--- config.mk ---
export PLATFORM = sky130hd
export DESIGN_NAME = averaged_sensor_min_max_calibrator
export DESIGN_NICKNAME = d
export VERILOG_FILES = /design/src/rtl/asmmc_pkg.sv /design/src/rtl/asmmc_div.sv /design/src/rtl/asmmc_ctrl.sv /design/src/rtl/asmmc_dp.sv /design/src/rtl/averaged_sensor_min_max_calibrator.sv
export SDC_FILE = /design/constraint.sdc
export NUM_CORES = 1
export LEC_CHECK = 0
export BUFFER_PORTS_ARGS = -buffer_cell sky130_fd_sc_hd__buf_2
export CAP_MARGIN = 10
export CORE_UTILIZATION = 50
export CTS_CLUSTER_SIZE = 14
export DETAILED_ROUTE_END_ITERATION = 16
export GPL_TIMING_DRIVEN = 1
export MAX_ROUTING_LAYER = met4
export PLACE_DENSITY = 0.69
export SETUP_SLACK_MARGIN = 0.5
export SYNTH_ARGS = -nofsm -noshare
export SYNTH_HDL_FRONTEND = slang
export SYNTH_SLANG_ARGS = --single-unit
export TNS_END_PERCENT = 10
--- constraint.sdc ---
create_clock -name clk_i -period 12.6 [get_ports clk_i]
set_clock_uncertainty 0.2 [all_clocks]
set_input_delay 1.89 -clock clk_i [delete_from_list [all_inputs] [get_ports clk_i]]
set_output_delay 1.89 -clock clk_i [all_outputs]
set_load 0.1 [all_outputs]
--- src/rtl/asmmc_pkg.sv ---
// Package for the averaged sensor min/max calibrator.
// Shared widths, constants, command codes, state type and control structs.
// No dependencies.
package asmmc_pkg;

  // Field widths
  localparam int unsigned SMP_W  = 12;
  localparam int unsigned ACC_W  = 16;
  localparam int unsigned PCT_W  = 10;
  localparam int unsigned PROD_W = 22;

  // Percent divider: 23-bit dividend, 13-bit divisor, one quotient bit per cycle
  localparam int unsigned DIV_DW = 23;
  localparam int unsigned DIV_VW = 13;
  localparam int unsigned DIV_CW = 5;

  localparam logic [SMP_W-1:0] FULL_SCALE    = 12'd4095;
  localparam logic [PCT_W-1:0] PERCENT_SCALE = 10'd1000;

  // Input word command codes
  typedef enum logic [1:0] {
    MODE_SAMPLE = 2'd0,
    MODE_START  = 2'd1,
    MODE_STOP   = 2'd2,
    MODE_RESET  = 2'd3
  } mode_e;

  // Controller states
  typedef enum logic [2:0] {
    ST_IDLE,
    ST_AVG,
    ST_SCALE,
    ST_PCT_START,
    ST_PCT_WAIT,
    ST_EMIT
  } state_e;

  // Controller to datapath
  typedef struct packed {
    logic take_sample;
    logic apply_mode;
    logic div_start;
    logic latch_avg;
    logic load_scale;
    logic latch_pct;
    logic load_out;
  } ctrl_cmd_t;

  // Datapath to controller
  typedef struct packed {
    logic last_sample;
    logic div_done;
    logic pct_special;
    logic out_free;
  } dp_status_t;

endpackage

--- src/rtl/asmmc_div.sv ---
// Restoring unsigned divider, one quotient bit per cycle.
// Depends on asmmc_pkg for operand widths.
module asmmc_div import asmmc_pkg::*; (
  input  logic              clk_i,
  input  logic              rst_ni,
  input  logic              start_i,
  input  logic [DIV_DW-1:0] dividend_i,
  input  logic [DIV_VW-1:0] divisor_i,
  output logic              done_o,
  output logic [DIV_DW-1:0] quotient_o
);

  logic [DIV_VW-1:0] rem_q, rem_d;
  logic [DIV_DW-1:0] quo_q, quo_d;
  logic [DIV_VW-1:0] dvs_q;
  logic [DIV_CW-1:0] cnt_q, cnt_d;
  logic              busy_q, busy_d;
  logic              done_q, done_d;
  logic [DIV_VW:0]   trial;
  logic [DIV_VW:0]   diff;

  // One restoring step: shift in next dividend bit, try subtract
  always_comb begin
    trial  = {rem_q, quo_q[DIV_DW-1]};
    diff   = trial - {1'b0, dvs_q};
    rem_d  = rem_q;
    quo_d  = quo_q;
    cnt_d  = cnt_q;
    busy_d = busy_q;
    done_d = 1'b0;
    if (start_i) begin
      rem_d  = '0;
      quo_d  = dividend_i;
      cnt_d  = DIV_CW'(DIV_DW - 1);
      busy_d = 1'b1;
    end else if (busy_q) begin
      if (!diff[DIV_VW]) begin
        rem_d = diff[DIV_VW-1:0];
        quo_d = {quo_q[DIV_DW-2:0], 1'b1};
      end else begin
        rem_d = trial[DIV_VW-1:0];
        quo_d = {quo_q[DIV_DW-2:0], 1'b0};
      end
      cnt_d = cnt_q - 1'b1;
      if (cnt_q == '0) begin
        busy_d = 1'b0;
        done_d = 1'b1;
      end
    end
  end

  // Control state
  always_ff @(posedge clk_i or negedge rst_ni) begin
    if (!rst_ni) begin
      busy_q <= 1'b0;
      done_q <= 1'b0;
      cnt_q  <= '0;
    end else begin
      busy_q <= busy_d;
      done_q <= done_d;
      cnt_q  <= cnt_d;
    end
  end

  // Operands and partial results
  always_ff @(posedge clk_i) begin
    rem_q <= rem_d;
    quo_q <= quo_d;
    if (start_i) begin
      dvs_q <= divisor_i;
    end
  end

  assign done_o     = done_q;
  assign quotient_o = quo_q;

endmodule

--- src/rtl/asmmc_ctrl.sv ---
// Controller state machine: accepts words, sequences averaging, scaling, output.
// Depends on asmmc_pkg for state, command and status types.
module asmmc_ctrl import asmmc_pkg::*; (
  input  logic       clk_i,
  input  logic       rst_ni,
  input  logic       in_valid_i,
  input  logic [1:0] mode_i,
  output logic       in_stall_o,
  input  dp_status_t status_i,
  output ctrl_cmd_t  cmd_o
);

  state_e state_q, state_d;
  logic   accept;
  logic   is_sample;

  assign accept    = in_valid_i && (state_q == ST_IDLE);
  assign is_sample = (mode_e'(mode_i) == MODE_SAMPLE);

  // Next state
  always_comb begin
    state_d = state_q;
    unique case (state_q)
      ST_IDLE: begin
        if (accept && is_sample && status_i.last_sample) begin
          state_d = ST_AVG;
        end
      end
      ST_AVG:   state_d = ST_SCALE;
      ST_SCALE: state_d = ST_PCT_START;
      ST_PCT_START: begin
        state_d = status_i.pct_special ? ST_EMIT : ST_PCT_WAIT;
      end
      ST_PCT_WAIT: begin
        if (status_i.div_done) begin
          state_d = ST_EMIT;
        end
      end
      ST_EMIT: begin
        if (status_i.out_free) begin
          state_d = ST_IDLE;
        end
      end
      default: state_d = ST_IDLE;
    endcase
  end

  // Outputs
  always_comb begin
    cmd_o = '0;
    unique case (state_q)
      ST_IDLE: begin
        cmd_o.take_sample = accept && is_sample;
        cmd_o.apply_mode  = accept && !is_sample;
      end
      ST_AVG:       cmd_o.latch_avg = 1'b1;
      ST_SCALE:     cmd_o.load_scale = 1'b1;
      ST_PCT_START: begin
        cmd_o.div_start = !status_i.pct_special;
        cmd_o.latch_pct = status_i.pct_special;
      end
      ST_PCT_WAIT:  cmd_o.latch_pct = status_i.div_done;
      ST_EMIT:      cmd_o.load_out = status_i.out_free;
      default:      cmd_o = '0;
    endcase
  end

  always_ff @(posedge clk_i or negedge rst_ni) begin
    if (!rst_ni) begin
      state_q <= ST_IDLE;
    end else begin
      state_q <= state_d;
    end
  end

  assign in_stall_o = (state_q != ST_IDLE);

endmodule

--- src/rtl/asmmc_dp.sv ---
// Datapath: accumulator, calibration marks, mean and scaling multipliers, output.
// Depends on asmmc_pkg and instantiates asmmc_div.
module asmmc_dp import asmmc_pkg::*; #(
  parameter int unsigned SAMPLES = 16
) (
  input  logic             clk_i,
  input  logic             rst_ni,
  input  logic [1:0]       mode_i,
  input  logic [SMP_W-1:0] sample_i,
  input  ctrl_cmd_t        cmd_i,
  output dp_status_t       status_o,
  input  logic             out_stall_i,
  output logic             out_valid_o,
  output logic [SMP_W-1:0] average_o,
  output logic [PCT_W-1:0] percent_tenths_o,
  output logic [SMP_W-1:0] low_mark_o,
  output logic [SMP_W-1:0] high_mark_o,
  output logic             calibrating_flag_o
);

  localparam int unsigned CNT_W = (SAMPLES > 1) ? $clog2(SAMPLES) : 1;

  // Reciprocal of the block length, exact for any sum below 2^ACC_W
  localparam int unsigned AVG_SH = ACC_W + $clog2(SAMPLES);
  localparam int unsigned RCP_W  = ACC_W + 1;
  localparam int unsigned MUL_W  = ACC_W + RCP_W;
  localparam logic [RCP_W-1:0] AVG_RCP =
    RCP_W'(((64'd1 << AVG_SH) + 64'(SAMPLES) - 64'd1) / 64'(SAMPLES));

  logic [ACC_W-1:0]  acc_q;
  logic [CNT_W-1:0]  cnt_q;
  logic [SMP_W-1:0]  low_q, high_q;
  logic              track_q;
  logic [SMP_W-1:0]  avg_q;
  logic [PROD_W-1:0] prod_q;
  logic [SMP_W-1:0]  span_q;
  logic              special_q;
  logic [PCT_W-1:0]  fix_q;
  logic [PCT_W-1:0]  pct_q;
  logic              out_valid_q;

  logic [DIV_DW-1:0] div_dividend;
  logic [DIV_VW-1:0] div_divisor;
  logic              div_done;
  logic [DIV_DW-1:0] div_quot;
  logic [MUL_W-1:0]  avg_prod;
  logic [MUL_W-1:0]  avg_shift;
  logic [SMP_W-1:0]  avg_new;
  logic              range_empty, below, above;
  logic [SMP_W-1:0]  diff;
  logic [PROD_W-1:0] prod;

  // Percent divider: rounded (2*num + span) / (2*span)
  assign div_dividend = {prod_q, 1'b0} + DIV_DW'(span_q);
  assign div_divisor  = {span_q, 1'b0};

  asmmc_div u_div (
    .clk_i      (clk_i),
    .rst_ni     (rst_ni),
    .start_i    (cmd_i.div_start),
    .dividend_i (div_dividend),
    .divisor_i  (div_divisor),
    .done_o     (div_done),
    .quotient_o (div_quot)
  );

  // Block mean by reciprocal multiply
  assign avg_prod  = MUL_W'(acc_q) * MUL_W'(AVG_RCP);
  assign avg_shift = avg_prod >> AVG_SH;
  assign avg_new   = avg_shift[SMP_W-1:0];

  // Accumulator, count and calibration state
  always_ff @(posedge clk_i or negedge rst_ni) begin
    if (!rst_ni) begin
      acc_q   <= '0;
      cnt_q   <= '0;
      low_q   <= FULL_SCALE;
      high_q  <= '0;
      track_q <= 1'b0;
    end else begin
      if (cmd_i.take_sample) begin
        acc_q <= acc_q + ACC_W'(sample_i);
        cnt_q <= status_o.last_sample ? '0 : cnt_q + 1'b1;
      end
      if (cmd_i.apply_mode) begin
        unique case (mode_e'(mode_i))
          MODE_START: begin
            track_q <= 1'b1;
            low_q   <= FULL_SCALE;
            high_q  <= '0;
          end
          MODE_RESET: begin
            track_q <= 1'b0;
            low_q   <= FULL_SCALE;
            high_q  <= '0;
          end
          MODE_STOP:   track_q <= 1'b0;
          MODE_SAMPLE: track_q <= track_q;
          default:     track_q <= track_q;
        endcase
      end
      if (cmd_i.latch_avg) begin
        acc_q <= '0;
        if (track_q && (avg_new < low_q)) begin
          low_q <= avg_new;
        end
        if (track_q && (avg_new > high_q)) begin
          high_q <= avg_new;
        end
      end
    end
  end

  // Range checks and scaled offset
  assign range_empty = (high_q <= low_q);
  assign below       = (avg_q <= low_q);
  assign above       = (avg_q >= high_q);
  assign diff        = avg_q - low_q;
  assign prod        = PROD_W'(diff) * PROD_W'(PERCENT_SCALE);

  // Working registers
  always_ff @(posedge clk_i) begin
    if (cmd_i.latch_avg) begin
      avg_q <= avg_new;
    end
    if (cmd_i.load_scale) begin
      prod_q    <= prod;
      span_q    <= high_q - low_q;
      special_q <= range_empty || below || above;
      fix_q     <= (!range_empty && !below && above) ? PERCENT_SCALE : '0;
    end
    if (cmd_i.latch_pct) begin
      pct_q <= special_q ? fix_q : div_quot[PCT_W-1:0];
    end
  end

  // Output word register
  always_ff @(posedge clk_i or negedge rst_ni) begin
    if (!rst_ni) begin
      out_valid_q <= 1'b0;
    end else if (cmd_i.load_out) begin
      out_valid_q <= 1'b1;
    end else if (!out_stall_i) begin
      out_valid_q <= 1'b0;
    end
  end

  always_ff @(posedge clk_i) begin
    if (cmd_i.load_out) begin
      average_o          <= avg_q;
      percent_tenths_o   <= pct_q;
      low_mark_o         <= low_q;
      high_mark_o        <= high_q;
      calibrating_flag_o <= track_q;
    end
  end

  assign out_valid_o = out_valid_q;

  assign status_o.last_sample = (cnt_q == CNT_W'(SAMPLES - 1));
  assign status_o.div_done    = div_done;
  assign status_o.pct_special = special_q;
  assign status_o.out_free    = !out_valid_q || !out_stall_i;

endmodule

--- src/rtl/averaged_sensor_min_max_calibrator.sv ---
// Channel  Valid        Stall        Payload
// input    in_valid_i   in_stall_o   mode_i, sample_i
// output   out_valid_o  out_stall_i  average_o, percent_tenths_o, low_mark_o,
//                                    high_mark_o, calibrating_flag_o
//
// Commands and samples that do not close a block never stall the input.
// A closing sample stalls input until its word is loaded: mean by reciprocal
// multiply, scale, then 23 divider steps to round the percent unless clamped.
// Reset clears the sum, count and tracking flag; low mark 4095, high mark 0.
// A word waiting in the output register does not block input; a finished
// block waits only if the previous word has not yet been taken.
// Top level; depends on asmmc_pkg, asmmc_ctrl, asmmc_dp.
module averaged_sensor_min_max_calibrator import asmmc_pkg::*; #(
  parameter int unsigned SAMPLES = 16
) (
  input  logic             clk_i,
  input  logic             rst_ni,
  input  logic             in_valid_i,
  output logic             in_stall_o,
  input  logic [1:0]       mode_i,
  input  logic [SMP_W-1:0] sample_i,
  output logic             out_valid_o,
  input  logic             out_stall_i,
  output logic [SMP_W-1:0] average_o,
  output logic [PCT_W-1:0] percent_tenths_o,
  output logic [SMP_W-1:0] low_mark_o,
  output logic [SMP_W-1:0] high_mark_o,
  output logic             calibrating_flag_o
);

  ctrl_cmd_t  cmd;
  dp_status_t status;

  asmmc_ctrl u_ctrl (
    .clk_i      (clk_i),
    .rst_ni     (rst_ni),
    .in_valid_i (in_valid_i),
    .mode_i     (mode_i),
    .in_stall_o (in_stall_o),
    .status_i   (status),
    .cmd_o      (cmd)
  );

  asmmc_dp #(
    .SAMPLES (SAMPLES)
  ) u_dp (
    .clk_i              (clk_i),
    .rst_ni             (rst_ni),
    .mode_i             (mode_i),
    .sample_i           (sample_i),
    .cmd_i              (cmd),
    .status_o           (status),
    .out_stall_i        (out_stall_i),
    .out_valid_o        (out_valid_o),
    .average_o          (average_o),
    .percent_tenths_o   (percent_tenths_o),
    .low_mark_o         (low_mark_o),
    .high_mark_o        (high_mark_o),
    .calibrating_flag_o (calibrating_flag_o)
  );

endmodule
### Yosys cells after proc, flatten, opt, wreduce, memory -nomap -nowiden

Cells that the tools add are included.

* add/sub/neg operators: 7
* multiply operators: 1
* divide/modulo/power cells: 0
* $lt $le $gt $ge: 5
* eq/ne operators: 13
* shift operators: 0
* muxes and demuxes: 39
* bitwise operators: 1
* reduce and logical (&&, ||, !) cells: 27

Operators by type and width (count)
* 12-bit two-way mux: 8
* 23-bit two-way mux: 2
* 16-bit two-way mux: 2
* 12-bit less-or-equal comparator: 2
* 12-bit subtractor: 2
* 23-bit by 12-bit adder with 23-bit output: 1
* 10-bit two-way mux: 2
* 12-bit by 7-bit multiplier with 19-bit output, second input constant: 1
* 3-bit case mux with 6 select lines: 1
* 16-bit by 12-bit adder with 16-bit output: 1
* 1-bit two-way mux: 14
* 14-bit by 13-bit subtractor with 14-bit output: 1
* 13-bit two-way mux: 1
* 12-bit >= comparator: 1
* 12-bit > comparator: 1
* 12-bit < comparator: 1
* 5-bit two-way mux: 2
* 3-bit two-way mux: 3
* 1-bit logical AND: 8
* 3-bit by 2-bit == test with 1-bit output, second input constant: 2
* 3-bit == test, second input constant: 2
* 1-bit zero test: 6
* 2-bit by 1-bit != test with 1-bit output, second input constant: 3
* 5-bit zero test: 1
* other kinds (19): 25

* register bits after elaboration: 215
* bits in latches: 0
* memory bits (writable): 0
* bits in read-only memories: 0
* input port bits: 18
* output and inout port bits: 49
* word-level logic and storage cells: 117
* memories kept: 0

### Logic depth before layout (Yosys ltp)

* word-level depth: 7
* mapped depth: 23
* mapped depth without buffers: 23

### Modules after synthesis

From an unflattened synthesis, not the netlist that was laid out.

* cells, all modules: 1182
* area total of the unflattened synthesis: 13315.3 µm²

Modules (own cells, without submodules)
* asmmc_dp: times used 1, cells each 903, area an instance 10000.8 µm²
* asmmc_div: times used 1, cells each 249, area an instance 3050.4 µm²
* asmmc_ctrl: times used 1, cells each 30, area an instance 264.0 µm²

### Least setup slack after synthesis

OpenSTA, ideal clock, no wires.

* path type: reg-to-reg
* start: register u_dp.low_q[0]
* end: register u_dp.prod_q[21], data pin
* library setup time: 0.260 ns
* arrival time: 5.410 ns
* required time: 12.140 ns
* setup slack: 6.730 ns
* stages on the path, launching flop included: 22
* clock period less this slack: 5.870 ns
* path through: dfstp_2 > ha_1 > inv_1 > fa_1 > a21o_1 > a21oi_2 > o211a_1 > o211ai_1 > nor2_1 > inv_1 > fa_1 > fa_1 > fa_1 > inv_1 > ha_1 > ha_1 > nand3_1 > or2_2 > a211o_1 > nand3_1 > a21oi_1 > xnor2_1

* word-level cells in the longest chain between the ends: 2

Ends and longest elaborated chain
* from (decl): line asmmc_dp.sv:32 `logic [SMP_W-1:0] low_q, high_q;`
* from (signal assigned): line asmmc_dp.sv:105 `low_q <= avg_new;`
* 12-bit subtractor: line asmmc_dp.sv:118 `assign diff = avg_q - low_q;`
* 12-bit by 7-bit multiplier with 19-bit output: line asmmc_dp.sv:119 `assign prod = PROD_W'(diff) * PROD_W'(PERCENT_SCALE);`
* named net u_dp.prod[21]: line asmmc_dp.sv:51 `logic [PROD_W-1:0] prod;`
* to (signal assigned): line asmmc_dp.sv:127 `prod_q <= prod;`
* to (decl): line asmmc_dp.sv:35 `logic [PROD_W-1:0] prod_q;`

The timed path passes the listed nets, and every way through them passes these cells.
A chain may end at the register's enable or synchronous reset.

### Worst setup path after layout

Same ends and word-level chain as after synthesis.

==> flow_summary.toml <==
[synthesis]
synthXorXnorAreaFrac = 0.06120
synth_seq_cells = 206
yosys-top-cells-area = "edfxtp_1 32%, ha_1 13%, dfrtp_1 8.5%"
synth_cells = 1204
synth_area_um2 = 13020
yosys.area.top_type_share = 0.3159
synth-simple-area-share = 0.1129
synthFlopType = "edfxtp_1"
syn-mean-instance-area_um2 = 10.82
synth_top_family_by_area = "adder cells"
synthArstFlopShare = 0.2718
synth_compound_area_frac = 0.1257
ys_types = 75
synth_edf_count = 137
synth_fp_nets = 1391
synthAdderAreaFrac = 0.1822
yosysWarnings = 0
yosys.area.top_type = "edfxtp_1"
synth.area.mux_share = 0.02873
ys_seq_area_frac = 0.4447

[place]
gp_congestion = 0.9257
port_buffers = 66
place_hpwl_um = 19520
dp_cells = 1584
dp_slack_ps = 6236
dpl_cell_area_um2 = 13730

[power]
total_power_mw = 1.424
leakagePower_nw = 6.238
vdd_drop_max_uv = 76.32
powerDensity_nw_per_um2 = 98.01

[job]
max-cap-violations = 0

[floorplanning]
dieHeight_um = 163.4
dieArea_um2 = 26690
die_w_um = 163.4
coreArea_um2 = 25400
std_cell_rows = 58
initial_core_util = 0.5127
num_io_pins = 67

[worst_setup_path]
critPathArrivalTime_ps = 6410
crit_buf_inv = 3
critPathKind = "flop to flop"
crit_top_cell = "fa_1"
reg2reg_depth = 21
endpoint = "u_dp.prod_q[21]$_DFFE_PP_"
cp_slowest_stage_delay_ps = 590
critical_path_required_ps = 12650
reg2reg_slack_ps = 6240
cp_num_cells = 21
path_delay_family = "adder cells"
cp-start-kind = "flop"
cp_slowest_cell = "fa_1"
end_kind = "flop"
startpoint = "u_dp.low_q[0]$_DFF_PN1_"
reg2reg_to = "u_dp.prod_q[21]$_DFFE_PP_"
path_cells = "ha_1 > inv_1 > fa_1 > a21o_1 > a21oi_2 > o211a_1 > o211ai_1 > nor2_1 > inv_1 > fa_1 > fa_1 > fa_1 > inv_1 > ha_1 > ha_1 > nand3_1 > or2_2 > a211o_1 > nand3_1 > a21oi_1 > xnor2_1"
crit-reg2reg-launch = "u_dp.low_q[0]$_DFF_PN1_"
critPathMaxFanout = 6

[timing]
post-route-period-util = 0.5047
max-slew-margin-rel = 0.3021
post-route-min-period_ps = 6360
slew_violations = 0
fin_ws_ps = 6240
hold_violations = 0
worst_hold_slack_ps = 219.9
tns_ps = 0
rsz0062_at_grt = "no"
fmax_mhz = 157.2
worstMarginPinSlew_ps = 1044
setup_viol = 0

[global_routing]
grt_max_degree = 62
grt_pass1_wl_um = 44280
grt_use_total = 0.2140
antenna_found_initial = 0
grt_pass1_vias = 8878
overflow = 0

[detailed_routing]
drt-initial-drc-count = 459
vias = 8937
vias_per_cell = 5.503
first_pass_iters = 4
drt-wirelength-per-cell_um = 16.45
route.detailed.drc = 0
ant_nets = 0
routed_wl_um = 26720

[finish]
diodes = 0
area_growth_pct = 11.53
drive_gt1_frac = 0.1221
final_nets = 1465
postLayoutCellArea_um2 = 14520
final_core_util = 0.5718
fin_cells = 1624

[cts]
cts.sinks = 206
tritoncts = "built"
htreeDepth = 1
ctsHoldBuffers = 0
cts-buffers-inserted = 22
root_buffer = "clkbuf_16"
postCtsSetupBuffers = 0
cts.repair.resized = 0
ctsLongestPathBuffers = 3
clk_pin_slew_ps = 70
clk_latency_ps = 510

[status]
status = "finished, final reports clean"

[min_path]
hp-class = "flop to flop"
registers in the layout, summed over array words and instances (netlist names), 4 cells and up:
| register | count |
|---|---|
| u_dp.low_mark_o | 12 |
| u_dp.percent_tenths_o | 10 |
| u_dp.high_mark_o | 12 |
| u_dp.high_q | 12 |
| u_dp.u_div.cnt_q | 5 |
| u_dp.cnt_q | 4 |
| u_dp.u_div.dvs_q | 12 |
| u_dp.u_div.rem_q | 13 |
| u_dp.acc_q | 16 |
| u_dp.avg_q | 12 |
| u_dp.low_q | 12 |
| u_dp.prod_q | 19 |
| u_dp.u_div.quotient_o | 23 |
| u_dp.pct_q | 10 |
| u_dp.average_o | 12 |
| u_dp.span_q | 12 |
worst min-delay path by stage:
stage,from,to,cells after the start
3_5_place_dp,u_dp.pct_q[5]$_DFFE_PP_,u_dp.percent_tenths_o[5]$_DFFE_PP_,0
3_3_place_gp,u_dp.pct_q[7]$_DFFE_PP_,u_dp.percent_tenths_o[7]$_DFFE_PP_,0
2_1_floorplan,u_dp.pct_q[0]$_SDFFCE_PP0P_,u_dp.percent_tenths_o[0]$_DFFE_PP_,0
4_1_cts,u_dp.pct_q[2]$_SDFFCE_PP0P_,u_dp.percent_tenths_o[2]$_DFFE_PP_,0
5_1_grt,u_dp.pct_q[2]$_SDFFCE_PP0P_,u_dp.percent_tenths_o[2]$_DFFE_PP_,0
6_report,u_dp.pct_q[7]$_DFFE_PP_,u_dp.percent_tenths_o[7]$_DFFE_PP_,0
report_power, final:
group	internal (mW)	switching, mW	total, mW
clock	0.426	0.270	0.696
sequential	0.715	0.0000000000000000246	0.715
combinational	0.00445	0.00840	0.0129
total	1.14	0.279	1.42
kinds of logic (layout without fill, tap and decap cells):
| logic type | after synthesis | after routing |
|---|---|---|
| AO/OA/AOI/OAI | 257 | 257 |
| XOR/XNOR | 85 | 85 |
| AND/OR/NAND/NOR | 301 | 301 |
| buffers and inverters | 149 | 239 |
| multiplexers | 36 | 36 |
| adder cells (fa/ha/maj) | 170 | 170 |
| flip-flops | 206 | 206 |
worst reg2reg max path, delay by kind of cell, from the launching register on:
family                   cells  cell delay [ps]
flip-flops                   1              580
adder cells (fa/ha/maj)      7             2840
AND/OR/NAND/NOR              4              860
AO/OA/AOI/OAI                6             1190
buffers and inverters        3              310
XOR/XNOR                     1              130
synthesized netlist by cell type (5+ instances only):
master	instances
mux2_2	8
a21o_1	37
nor2_1	39
inv_1	124
dfrtp_1	44
o21ai_0	71
mux2i_1	25
o21ai_1	11
xnor2_1	52
o21a_1	15
clkbuf_1	20
a211oi_1	7
dfxtp_1	13
dfstp_2	12
xor2_1	26
nand2_1	121
nand4_1	10
nor3_1	14
and3_1	10
ha_1	136
edfxtp_1	137
nand3_1	42
o21bai_1	5
nand2b_1	13
nor2b_1	20
a31oi_1	7
o211ai_1	5
xnor2_2	5
fa_1	33
a21oi_1	60
routing by layer:
metal	vias up	part of all wire	track usage
met3	42	0.034	0.02438
met5	-	0	-
met1	4293	0.46	0.2774
met2	170	0.48	0.3542
met4	0	0.020	0.06032
li1	4432	-	-
area by class of cell:
cell class,count,area [µm²]
Clock buffer,30,651.9
Clock inverter,10,140.1
Fill cell,2174,10880
Inverter,125,469.2
Multi-Input combinational cell,849,6669
Sequential cell,206,5791
Tap cell,330,412.9
Timing Repair Buffer,74,390.4
layout by cell type, fill, tap and decap left out, types with 7 or more instances in the layout:
| cell type | instances |
|---|---|
| edfxtp_1 | 137 |
| ha_1 | 136 |
| inv_1 | 124 |
| nand2_1 | 121 |
| o21ai_0 | 71 |
| buf_2 | 66 |
| a21oi_1 | 59 |
| xnor2_1 | 52 |
| dfrtp_1 | 44 |
| nand3_1 | 42 |
| nor2_1 | 39 |
| a21o_1 | 37 |
| fa_1 | 33 |
| xor2_1 | 26 |
| mux2i_1 | 25 |
| clkbuf_16 | 23 |
| nor2b_1 | 20 |
| o21a_1 | 15 |
| nor3_1 | 14 |
| dfxtp_1 | 13 |
| nand2b_1 | 12 |
| dfstp_2 | 12 |
| o21ai_1 | 11 |
| nand4_1 | 10 |
| and3_1 | 10 |
| mux2_2 | 8 |
| buf_4 | 8 |
| a211oi_1 | 7 |
| a31oi_1 | 7 |
(Power assumes the default switching activity.)
